`src/rtl/core/earw_pkg.sv`:
```
// ----------------------------------------------------------------------------
// earw_pkg : shared types and constants of the edge-avoid random-walk control
// Mode and register codes, fixed-point constants for the turn-angle pick and
// the exponential average, and the stage enable bundle.
// ----------------------------------------------------------------------------
`default_nettype none

package earw_pkg;

   localparam int unsigned SENSOR_W   = 16;
   localparam int unsigned ODOM_W     = 16;
   localparam int unsigned RAND_W     = 16;
   localparam int unsigned AVG_W      = 16;
   localparam int unsigned ANGLE_W    = 16;
   localparam int unsigned YAW_W      = 25;
   localparam int unsigned SPEED_W    = 18;
   localparam int unsigned TURN_W     = 17;
   localparam int unsigned MODE_W     = 2;
   localparam int unsigned COUNT_W    = 6;
   localparam int unsigned BTICKS_W   = 5;
   localparam int unsigned DONE_W     = 14;
   localparam int unsigned CSR_IDX_W  = 3;
   localparam int unsigned CSR_DATA_W = 16;
   localparam int unsigned M_W        = 17;
   localparam int unsigned Q_W        = 15;

   // drive modes
   localparam logic [MODE_W-1:0] MODE_FWD  = 2'd0;
   localparam logic [MODE_W-1:0] MODE_BACK = 2'd1;
   localparam logic [MODE_W-1:0] MODE_ROT  = 2'd2;

   // register indexes
   localparam logic [CSR_IDX_W-1:0] CSR_SENSOR_THRESHOLD = 3'd0;
   localparam logic [CSR_IDX_W-1:0] CSR_DECISION_LEVEL   = 3'd1;
   localparam logic [CSR_IDX_W-1:0] CSR_INV_TRACK_WIDTH  = 3'd2;
   localparam logic [CSR_IDX_W-1:0] CSR_BACKUP_TICKS     = 3'd3;
   localparam logic [CSR_IDX_W-1:0] CSR_BACKUP_SPEED     = 3'd4;
   localparam logic [CSR_IDX_W-1:0] CSR_TURN_SPEED       = 3'd5;
   localparam logic [CSR_IDX_W-1:0] CSR_DONE_ANGLE       = 3'd6;

   // register reset values
   localparam logic [SENSOR_W-1:0] RST_SENSOR_THRESHOLD = 16'd0;
   localparam logic [AVG_W-1:0]    RST_DECISION_LEVEL   = 16'd26214;
   localparam logic [15:0]         RST_INV_TRACK_WIDTH  = 16'd256;
   localparam logic [BTICKS_W-1:0] RST_BACKUP_TICKS     = 5'd15;
   localparam logic [15:0]         RST_BACKUP_SPEED     = 16'hE666;
   localparam logic [15:0]         RST_TURN_SPEED       = 16'd16384;
   localparam logic [DONE_W-1:0]   RST_DONE_ANGLE       = 14'd819;

   localparam logic [AVG_W-1:0]    AVG_ONE   = 16'd32768;
   localparam logic [COUNT_W-1:0]  COUNT_MAX = 6'd63;

   // turn angle in Q3.13 is round(m * ANG_NUM_K / ANG_DEN), m = 65535 + r for
   // a left turn and 131070 - r for a right turn (60 to 120 degrees)
   localparam logic [M_W-1:0] M_POS_BASE     = 17'd65535;
   localparam logic [M_W-1:0] M_NEG_BASE     = 17'd131070;
   localparam logic [25:0]    ANG_NUM_K      = 26'd35744343;
   localparam logic [27:0]    ANG_HALF       = 28'd136531250;
   localparam logic [28:0]    ANG_DEN        = 29'd273062500;
   // estimate of the quotient, within one of the true value
   localparam logic [17:0]    ANG_RECIP      = 18'd137260;
   localparam logic [19:0]    ANG_RECIP_RND  = 20'd524288;

   // divide by ten for the average: x * 838861 >> 23, exact for x below 2^22
   localparam logic [19:0]    EWMA_RECIP     = 20'd838861;

   typedef struct packed {
      logic s1;
      logic s2;
   } stage_en_type;

   // new = floor((9 * avg + 32768 * hit + 5) / 10)
   function automatic logic [AVG_W-1:0] ewma_next(input logic [AVG_W-1:0] avg,
                                                  input logic hit);
      logic [18:0] x;
      logic [38:0] prod;
      x = {avg, 3'b000} + {3'b000, avg} + (hit ? 19'd32768 : 19'd0) + 19'd5;
      prod = {20'd0, x} * {19'd0, EWMA_RECIP};
      return prod[38:23];
   endfunction

endpackage

`default_nettype wire

```
`src/rtl/core/earw_angle.sv`:
```
// ----------------------------------------------------------------------------
// earw_angle : turn-angle magnitude from the random offset
// Two stages: a reciprocal estimate of the quotient with the full numerator,
// then one remainder check that moves the estimate by at most one.
// ----------------------------------------------------------------------------
`default_nettype none

module earw_angle (
   input  logic                        clock,
   input  earw_pkg::stage_en_type      en,
   input  logic [earw_pkg::M_W-1:0]    m,
   output logic [earw_pkg::Q_W-1:0]    q
);
   import earw_pkg::*;

   logic [43:0]    num_ff, num_in;
   logic [Q_W-1:0] q0_ff, q0_in;
   logic [Q_W-1:0] q_ff, q_in;
   logic [34:0]    est;
   logic [43:0]    back;
   logic [44:0]    rem;

   always_comb begin
      est   = 35'(m) * 35'(ANG_RECIP) + 35'(ANG_RECIP_RND);
      q0_in = est[34:20];
      num_in = 44'(m) * 44'(ANG_NUM_K) + 44'(ANG_HALF);
   end

   always_comb begin
      back = 44'(q0_ff) * 44'(ANG_DEN);
      rem  = {1'b0, num_ff} - {1'b0, back};
      if (rem[44]) begin
         q_in = q0_ff - 15'd1;
      end else if (rem >= 45'(ANG_DEN)) begin
         q_in = q0_ff + 15'd1;
      end else begin
         q_in = q0_ff;
      end
   end

   always_ff @(posedge clock) begin
      if (en.s1) begin
         num_ff <= num_in;
         q0_ff  <= q0_in;
      end
      if (en.s2) begin
         q_ff <= q_in;
      end
   end

   assign q = q_ff;

endmodule

`default_nettype wire

```
`src/rtl/core/edge_avoid_random_walk_ctrl.sv`:
```
// ----------------------------------------------------------------------------
// edge_avoid_random_walk_ctrl : grass-edge avoiding random-walk drive control
// Per tick: threshold the grass sensors, update the per-side averages and run
// the forward / back-up / rotate machine, giving speed, turn and mode.
// ----------------------------------------------------------------------------
//
//  channel | handshake            | payload
//  --------+----------------------+-------------------------------------------
//  req     | req_valid/req_ready  | sensors, wheel odometry, random word
//  rsp     | rsp_valid/rsp_ready  | speed_cmd, turn_cmd, mode_now
//  csr     | csr_we               | csr_index, csr_wdata (seven registers)
//
//  one word per cycle unless the result side stalls; each tick passes the
//  stages (threshold, yaw and angle estimate; angle correction; mode machine)
//  the averages and the mode machine update in the last stage only
//  reset clears the stage valids and presets the machine state and registers
//  a stalled result holds its stage; req_ready drops only once every stage
//  behind it is full
//
`default_nettype none

module edge_avoid_random_walk_ctrl (
   input  logic                                   clock,
   input  logic                                   reset,

   input  logic                                   req_valid,
   output logic                                   req_ready,
   input  logic [earw_pkg::SENSOR_W-1:0]          req_sensor_left,
   input  logic [earw_pkg::SENSOR_W-1:0]          req_sensor_right,
   input  logic signed [earw_pkg::ODOM_W-1:0]     req_odom_right,
   input  logic signed [earw_pkg::ODOM_W-1:0]     req_odom_left,
   input  logic [earw_pkg::RAND_W-1:0]            req_random_word,

   output logic                                   rsp_valid,
   input  logic                                   rsp_ready,
   output logic signed [earw_pkg::SPEED_W-1:0]    rsp_speed_cmd,
   output logic signed [earw_pkg::TURN_W-1:0]     rsp_turn_cmd,
   output logic [earw_pkg::MODE_W-1:0]            rsp_mode_now,

   input  logic                                   csr_we,
   input  logic [earw_pkg::CSR_IDX_W-1:0]         csr_index,
   input  logic [earw_pkg::CSR_DATA_W-1:0]        csr_wdata
);
   import earw_pkg::*;

   // configuration
   logic [SENSOR_W-1:0]  thr_ff, thr_in;
   logic [AVG_W-1:0]     dl_ff, dl_in;
   logic [15:0]          itw_ff, itw_in;
   logic [BTICKS_W-1:0]  bt_ff, bt_in;
   logic [15:0]          bs_ff, bs_in;
   logic [15:0]          ts_ff, ts_in;
   logic [DONE_W-1:0]    da_ff, da_in;

   // stage flow
   logic v0_ff, v0_in, v1_ff, v1_in, v2_ff, v2_in;
   logic rsp_valid_ff, rsp_valid_in;
   logic r0, r1, r2, r_out, fire;
   stage_en_type en;

   // stage 0: input register
   logic [SENSOR_W-1:0]  sl0_ff, sr0_ff;
   logic [ODOM_W-1:0]    odr0_ff, odl0_ff;
   logic [RAND_W-1:0]    rnd0_ff;

   // stage 1 and 2
   logic                 hit_l1_ff, hit_l1_in, hit_r1_ff, hit_r1_in;
   logic [YAW_W-1:0]     yaw1_ff, yaw1_in;
   logic                 hit_l2_ff, hit_r2_ff;
   logic signed [YAW_W-1:0] yaw2_ff;
   logic [M_W-1:0]       m_pos, m_neg;
   logic [Q_W-1:0]       q_pos, q_neg;
   logic [16:0]          odo_diff;
   logic signed [33:0]   yaw_a, yaw_b, yaw_prod;

   // machine state
   logic [AVG_W-1:0]     avg_l_ff, avg_l_in, avg_r_ff, avg_r_in;
   logic [MODE_W-1:0]    mode_ff, mode_in;
   logic signed [ANGLE_W-1:0] angle_ff, angle_in;
   logic [COUNT_W-1:0]   cnt_ff, cnt_in;

   // results
   logic signed [SPEED_W-1:0] rsp_speed_ff, rsp_speed_in;
   logic signed [TURN_W-1:0]  rsp_turn_ff, rsp_turn_in;
   logic [MODE_W-1:0]         rsp_mode_ff, rsp_mode_in;

   // machine decode
   logic                 fwd, edge_hit, good, in_back, back_done, in_rot, rot_done;
   logic                 a_pos, yaw_covers;
   logic [COUNT_W-1:0]   cnt_base;
   logic [16:0]          mag;
   logic signed [YAW_W-1:0] a_ext;
   logic signed [25:0]   a_diff;

   // ---------------------------------------------------------------- flow
   always_comb begin
      r_out = !rsp_valid_ff || rsp_ready;
      r2    = !v2_ff || r_out;
      r1    = !v1_ff || r2;
      r0    = !v0_ff || r1;
      fire  = v2_ff && r_out;
      en.s1 = r1;
      en.s2 = r2;
      v0_in = r0 ? req_valid : v0_ff;
      v1_in = r1 ? v0_ff : v1_ff;
      v2_in = r2 ? v1_ff : v2_ff;
      rsp_valid_in = r_out ? v2_ff : rsp_valid_ff;
   end

   assign req_ready = r0;

   // ---------------------------------------------------------------- config
   always_comb begin
      thr_in = thr_ff;
      dl_in  = dl_ff;
      itw_in = itw_ff;
      bt_in  = bt_ff;
      bs_in  = bs_ff;
      ts_in  = ts_ff;
      da_in  = da_ff;
      if (csr_we) begin
         unique case (csr_index)
            CSR_SENSOR_THRESHOLD: thr_in = csr_wdata;
            CSR_DECISION_LEVEL:   dl_in  = csr_wdata;
            CSR_INV_TRACK_WIDTH:  itw_in = csr_wdata;
            CSR_BACKUP_TICKS:     bt_in  = csr_wdata[BTICKS_W-1:0];
            CSR_BACKUP_SPEED:     bs_in  = csr_wdata;
            CSR_TURN_SPEED:       ts_in  = csr_wdata;
            CSR_DONE_ANGLE:       da_in  = csr_wdata[DONE_W-1:0];
            default: ;
         endcase
      end
   end

   // ---------------------------------------------------------------- stage 1
   always_comb begin
      hit_l1_in = sl0_ff > thr_ff;
      hit_r1_in = sr0_ff > thr_ff;
      odo_diff  = {odr0_ff[ODOM_W-1], odr0_ff} - {odl0_ff[ODOM_W-1], odl0_ff};
      yaw_a     = {{17{odo_diff[16]}}, odo_diff};
      yaw_b     = {18'd0, itw_ff};
      yaw_prod  = yaw_a * yaw_b;
      // arithmetic shift by eight floors towards minus infinity
      yaw1_in   = yaw_prod[32:8];
      m_pos     = M_POS_BASE + {1'b0, rnd0_ff};
      m_neg     = M_NEG_BASE - {1'b0, rnd0_ff};
   end

   earw_angle u_angle_pos (
      .clock (clock),
      .en    (en),
      .m     (m_pos),
      .q     (q_pos)
   );

   earw_angle u_angle_neg (
      .clock (clock),
      .en    (en),
      .m     (m_neg),
      .q     (q_neg)
   );

   // ---------------------------------------------------------------- machine
   always_comb begin
      avg_l_in = ewma_next(avg_l_ff, hit_l2_ff);
      avg_r_in = ewma_next(avg_r_ff, hit_r2_ff);

      fwd      = (mode_ff != MODE_BACK) && (mode_ff != MODE_ROT);
      edge_hit = fwd && ((avg_l_in < dl_ff) || (avg_r_in < dl_ff));
      good     = (avg_l_in > dl_ff) && (avg_r_in > dl_ff);
      in_back  = edge_hit || (mode_ff == MODE_BACK);
      cnt_base = edge_hit ? '0 : cnt_ff;
      back_done = in_back && good && (cnt_base > {1'b0, bt_ff});
      // an edge never finishes backing in the same tick, so rotation sees
      // the stored angle
      in_rot   = (mode_ff == MODE_ROT) || back_done;

      mag      = angle_ff[ANGLE_W-1] ? (17'd0 - {1'b1, angle_ff}) : {1'b0, angle_ff};
      rot_done = mag < {3'b000, da_ff};

      a_pos    = !angle_ff[ANGLE_W-1] && (angle_ff != '0);
      a_ext    = {{(YAW_W-ANGLE_W){angle_ff[ANGLE_W-1]}}, angle_ff};
      yaw_covers = a_pos ? (yaw2_ff >= a_ext) : (yaw2_ff <= a_ext);
      a_diff   = {a_ext[YAW_W-1], a_ext} - {yaw2_ff[YAW_W-1], yaw2_ff};

      rsp_speed_in = '0;
      rsp_turn_in  = '0;
      mode_in      = mode_ff;
      angle_in     = angle_ff;
      cnt_in       = cnt_ff;

      if (fwd && !edge_hit) begin
         mode_in      = MODE_FWD;
         rsp_speed_in = {2'b00, avg_l_in} + {2'b00, avg_r_in} - {1'b0, dl_ff, 1'b0};
      end

      if (edge_hit) begin
         if (avg_l_in > avg_r_in) begin
            angle_in = {1'b0, q_pos};
         end else begin
            angle_in = 16'd0 - {1'b0, q_neg};
         end
      end

      if (in_back) begin
         if (good && (cnt_base != COUNT_MAX)) begin
            cnt_in = cnt_base + 6'd1;
         end else begin
            cnt_in = cnt_base;
         end
         if (back_done) begin
            mode_in = MODE_ROT;
         end else begin
            mode_in      = MODE_BACK;
            rsp_speed_in = {{(SPEED_W-16){bs_ff[15]}}, bs_ff};
         end
      end

      if (in_rot) begin
         if (rot_done) begin
            mode_in      = MODE_FWD;
            rsp_speed_in = '0;
         end else begin
            mode_in      = MODE_ROT;
            rsp_speed_in = '0;
            rsp_turn_in  = a_pos ? {1'b0, ts_ff} : (17'd0 - {1'b0, ts_ff});
            if (yaw_covers) begin
               angle_in = '0;
            end else if (a_diff > 26'sd32767) begin
               angle_in = 16'sh7FFF;
            end else if (a_diff < -26'sd32768) begin
               angle_in = 16'sh8000;
            end else begin
               angle_in = a_diff[ANGLE_W-1:0];
            end
         end
      end

      rsp_mode_in = mode_in;
   end

   // ---------------------------------------------------------------- registers
   always_ff @(posedge clock) begin
      if (reset) begin
         thr_ff       <= RST_SENSOR_THRESHOLD;
         dl_ff        <= RST_DECISION_LEVEL;
         itw_ff       <= RST_INV_TRACK_WIDTH;
         bt_ff        <= RST_BACKUP_TICKS;
         bs_ff        <= RST_BACKUP_SPEED;
         ts_ff        <= RST_TURN_SPEED;
         da_ff        <= RST_DONE_ANGLE;
         v0_ff        <= 1'b0;
         v1_ff        <= 1'b0;
         v2_ff        <= 1'b0;
         rsp_valid_ff <= 1'b0;
         avg_l_ff     <= AVG_ONE;
         avg_r_ff     <= AVG_ONE;
         mode_ff      <= MODE_FWD;
         angle_ff     <= '0;
         cnt_ff       <= '0;
      end else begin
         thr_ff       <= thr_in;
         dl_ff        <= dl_in;
         itw_ff       <= itw_in;
         bt_ff        <= bt_in;
         bs_ff        <= bs_in;
         ts_ff        <= ts_in;
         da_ff        <= da_in;
         v0_ff        <= v0_in;
         v1_ff        <= v1_in;
         v2_ff        <= v2_in;
         rsp_valid_ff <= rsp_valid_in;
         if (fire) begin
            avg_l_ff <= avg_l_in;
            avg_r_ff <= avg_r_in;
            mode_ff  <= mode_in;
            angle_ff <= angle_in;
            cnt_ff   <= cnt_in;
         end
      end
   end

   always_ff @(posedge clock) begin
      if (r0) begin
         sl0_ff  <= req_sensor_left;
         sr0_ff  <= req_sensor_right;
         odr0_ff <= req_odom_right;
         odl0_ff <= req_odom_left;
         rnd0_ff <= req_random_word;
      end
      if (en.s1) begin
         hit_l1_ff <= hit_l1_in;
         hit_r1_ff <= hit_r1_in;
         yaw1_ff   <= yaw1_in;
      end
      if (en.s2) begin
         hit_l2_ff <= hit_l1_ff;
         hit_r2_ff <= hit_r1_ff;
         yaw2_ff   <= yaw1_ff;
      end
      if (fire) begin
         rsp_speed_ff <= rsp_speed_in;
         rsp_turn_ff  <= rsp_turn_in;
         rsp_mode_ff  <= rsp_mode_in;
      end
   end

   assign rsp_valid     = rsp_valid_ff;
   assign rsp_speed_cmd = rsp_speed_ff;
   assign rsp_turn_cmd  = rsp_turn_ff;
   assign rsp_mode_now  = rsp_mode_ff;

   // ---------------------------------------------------------------- checks
   a_rot_no_speed: assert property (@(posedge clock) disable iff (reset)
      rsp_valid_ff && (rsp_mode_ff == MODE_ROT) |-> rsp_speed_ff == '0)
      else $error("speed commanded while rotating");

   a_turn_only_rot: assert property (@(posedge clock) disable iff (reset)
      rsp_valid_ff && (rsp_mode_ff != MODE_ROT) |-> rsp_turn_ff == '0)
      else $error("turn commanded outside rotation");

   a_backup_count_cleared: assert property (@(posedge clock) disable iff (reset)
      fire && edge_hit |=> (cnt_ff <= 6'd1) && (mode_ff == MODE_BACK))
      else $error("back-up count not cleared on edge");

   a_stage_held: assert property (@(posedge clock) disable iff (reset)
      v2_ff && !r_out |=> v2_ff && $stable(yaw2_ff))
      else $error("stalled word lost from last stage");

endmodule

`default_nettype wire

```
`config.mk`:
```
export PLATFORM = sky130hd
export DESIGN_NAME = edge_avoid_random_walk_ctrl
export DESIGN_NICKNAME = d
export VERILOG_FILES = /design/src/rtl/core/earw_pkg.sv /design/src/rtl/core/earw_angle.sv /design/src/rtl/core/edge_avoid_random_walk_ctrl.sv
export SDC_FILE = /design/constraint.sdc
export NUM_CORES = 2
export LEC_CHECK = 0
export BUFFER_PORTS_ARGS = -buffer_cell sky130_fd_sc_hd__buf_2
export CORE_ASPECT_RATIO = 0.75
export CORE_MARGIN = 3
export CORE_UTILIZATION = 55
export CTS_BUF_LIST = sky130_fd_sc_hd__clkbuf_4
export CTS_CLUSTER_DIAMETER = 30
export DETAILED_ROUTE_END_ITERATION = 16
export HOLD_SLACK_MARGIN = 0.02
export PLACE_DENSITY = 0.71
export SLEW_MARGIN = 20
export SYNTH_ARGS = -nofsm -noshare
export SYNTH_HDL_FRONTEND = slang
export SYNTH_SLANG_ARGS = --single-unit
```
`constraint.sdc`:
```
create_clock -name clock -period 19.8 [get_ports clock]
set_input_delay 0 -clock clock [delete_from_list [all_inputs] [get_ports clock]]
set_output_delay 0 -clock clock [all_outputs]
set_load 0.1 [all_outputs]
```
==> results.py <==
metrics = {
    "status": {
        "status": "complete, no violations",
    },
    "global_routing": {
        "busiest_layer": "met2",
        "grt_max_degree": 76,
        "grt_pass1_wl_um": 355000,
        "grt_util_met3_pct": 6.07,
        "gr-usage-met2_pct": 44.3,
        "first_global_vias": 65978,
        "antenna_found_initial": 6,
        "grt_usage_pct": 28.9,
        "grtUsageMet1_pct": 41.6,
        "gr-total-overflow": 0,
    },
    "synthesis": {
        "synth_compound_area_share_pct": 11.5,
        "ys_types": 96,
        "muxShareOfSynthArea_pct": 0.601,
        "yosysWarnings": 0,
        "yosysSeqAreaShare_pct": 15.4,
        "synth-simple-area-share_pct": 11.2,
        "syn_nets": 11402,
        "synthDominantCellAreaShare_pct": 24.3,
        "synthXorXnorAreaFrac_pct": 4.88,
        "synthArstFlopShare_pct": 0,
        "synth_top_cell_by_area": "fa_1",
        "synth-edff-count": 317,
        "synth_fa_ha_area_share_pct": 47.9,
        "avgSynthCellArea_um2": 9.40,
        "synthCells": 8749,
        "synth_seq_cells": 476,
        "netlist_area_mm2": 0.0823,
        "synthFlopType": "edfxtp_1",
        "synth_top_family_by_area": "adder cells",
        "synth_area_leaders": "fa_1 (24%), ha_1 (24%), edfxtp_1 (12%)",
    },
    "timing": {
        "timing.hold.ws_ns": 0.125,
        "fin_skew_ns": 0.119,
        "setup_violations": 0,
        "fin_crit_sh_pct": 76.5,
        "max_slew_margin_pct": 25.2,
        "rsz0062_at_grt": "false",
        "fmax_mhz": 66.0,
        "hold_viol": 0,
        "slew_violations": 0,
        "fin_crit_ns": 15.15,
        "tns_ns": 0,
        "tightestPinTransition_ns": 1.12,
    },
    "floorplan": {
        "die-area_mm2": 0.154,
        "fp.dieH_um": 341,
        "coreArea_mm2": 0.148,
        "fp-row-count": 122,
        "die_w_um": 453,
        "initial_utilization_pct": 55.6,
        "ios": 143,
    },
    "final_layout": {
        "nNetsFinal": 11857,
        "drive_gt1_share_pct": 5.78,
        "layout.cells.non_filler": 11304,
        "areaGrowthSynthToFinish_pct": 9.58,
    },
    "detailed_routing": {
        "drcViolationCount": 0,
        "vias_per_cell": 5.66,
        "vias": 63931,
        "wl_per_cell_um": 19.4,
        "wirelength_um": 220000,
        "drt_pass1_iterations": 6,
        "drtIter0Drc": 4978,
        "drtAntennaViolNets": 0,
    },
    "critical_path": {
        "startpoint_type": "flip-flop",
        "cp_common_cell": "a21o_1",
        "path_delay_family": "compound AO/OA/AOI/OAI gates",
        "cpPeakStageDelay_ns": 0.78,
        "crit_path_end_kind": "flip-flop",
        "worst-path-buf-inv": 5,
        "cp_data_required_time_ns": 20.88,
        "ff2ff_setup_slack_ns": 4.65,
        "crit_fanout": 35,
        "crit_arrival_ns": 16.23,
        "path_class": "reg2reg",
        "slowest_stage": "a21boi_1",
    },
    "clock_network": {
        "htreeDepth": 4,
        "clockBufferDepth": 3,
        "clk_latency_ns": 1.18,
        "numCtsBuffers": 139,
        "clk_pin_slew_worst_paths_ns": 0.07,
        "cts-root-buf": "clkbuf_4",
        "cts_tree": "yes",
        "post_cts_buffers": 0,
        "clock_sinks": 476,
    },
    "worst_hold_path": {
        "worstHoldPathType": "in2reg",
    },
    "job": {
        "drv_cap": 0,
    },
    "placed_design": {
        "dp_cells": 10762,
        "dpl.hpwl_um": 175000,
        "port_buffers": 142,
        "place_congestion": 0.943,
    },
}
final timing paths:
check                 startpoint     endpoint  cells after the start
max reg2reg          avg_l_ff[0]  angle_ff[7]                     57
min          req_sensor_right[5]    sr0_ff[5]                      3
max                  avg_l_ff[0]  angle_ff[7]                     57
min reg2reg           yaw1_ff[6]   yaw2_ff[6]                      0
Yosys cell counts, types with 11 or more instances:
cell / n
a211o_1: 15
or2_2: 29
nand2b_1: 84
dfxtp_1: 159
a211oi_1: 31
and3_1: 49
fa_1: 998
clkbuf_1: 167
a21o_1: 193
o22ai_1: 24
nand4_1: 68
a21oi_1: 444
or3_1: 40
ha_1: 1551
nor3b_1: 23
inv_1: 1682
a311oi_1: 12
nor2b_1: 91
o31a_1: 14
a31oi_1: 71
mux2_2: 11
o211ai_1: 49
xnor2_1: 316
mux2i_1: 37
nor2_1: 319
o21a_1: 77
o21bai_1: 51
a21boi_0: 23
and2_1: 152
o31ai_1: 30
edfxtp_1: 317
nor3_1: 120
xor2_1: 142
a22oi_1: 22
and4_1: 21
o311ai_0: 15
o21ai_0: 238
nand2_1: 708
nor4_1: 23
nand3_1: 121
cell families after synthesis:
kind of cell,after synthesis
and+or+nand+nor,1896
muxes,48
adders and majority gates,2550
buffers and inverters,1867
DFF,476
xor gates and xnor gates,458
AOI/OAI and AO/OA,1454
per-stage QoR:
stage / cell area [um^2] / setup WS [ns] / util (%)
2_1_floorplan: 82300 / 7.06 / -
3_3_place_gp: 85400 / 4.96 / 57.7
3_5_place_dp: 85400 / 4.91 / 57.7
4_1_cts: 90100 / 4.80 / 60.8
5_1_grt: 90100 / 3.43 / 60.9
6_report: 90100 / 4.65 / 60.9
placed cells by master (no fill, tap or decap), types with 49 or more instances in the layout:
cell	instances
a21oi_1	444
xnor2_1	310
o21bai_1	51
and2_1	152
buf_4	72
nand2_1	706
nor3_1	120
o21a_1	77
nor2b_1	90
dfxtp_1	159
nand4_1	68
ha_1	1551
nor2_1	318
clkbuf_4	194
o21ai_0	238
o211ai_1	49
xor2_1	141
nand3_1	121
buf_2	141
edfxtp_1	317
and3_1	49
a21o_1	193
a31oi_1	70
fa_1	998
nand2b_1	83
dlygate4sd3_1	284
inv_1	1680
registers in the layout, summed over array words and instances, names as in the netlist, 16 cells and up:
signal	flops
u_angle_pos.num_ff	44
u_angle_neg.num_ff	42
yaw1_ff	25
yaw2_ff	25
rsp_speed_cmd	18
rsp_turn_cmd	17
angle_ff	16
avg_l_ff	16
avg_r_ff	16
bs_ff	16
dl_ff	16
itw_ff	16
odl0_ff	16
odr0_ff	16
rnd0_ff	16
sl0_ff	16
sr0_ff	16
thr_ff	16
ts_ff	16
metal layers:
metal,share of wire (%),vias to the layer above
li1,-,30179
met2,44,2167
met1,46,31188
met3,8.0,395
met4,2.4,2
met5,0.0055,-
cell type report:
class	instances	area [um^2]
timing repair buffer	498	4110
tap	1984	2480
inverter	1683	6320
antenna	9	22.5
sequential	476	12700
clock inverter	54	388
multi-input combinational	6406	62600
clock buffer	194	1460
fill	12453	57900
tightest hold or removal path, delay by kind of cell:
family / cells / cell delay [ns]
buffers and inverters: 3 / 1.14
what timing repair did:
action	in CTS	in global routing
hold buffers	285	0
hold endpoints to repair	322	0
gates resized for setup	0	0
Power is left out: the tool's default activity adds up to more than one toggle a clock period on the data nets, which glitch-free logic cannot reach.
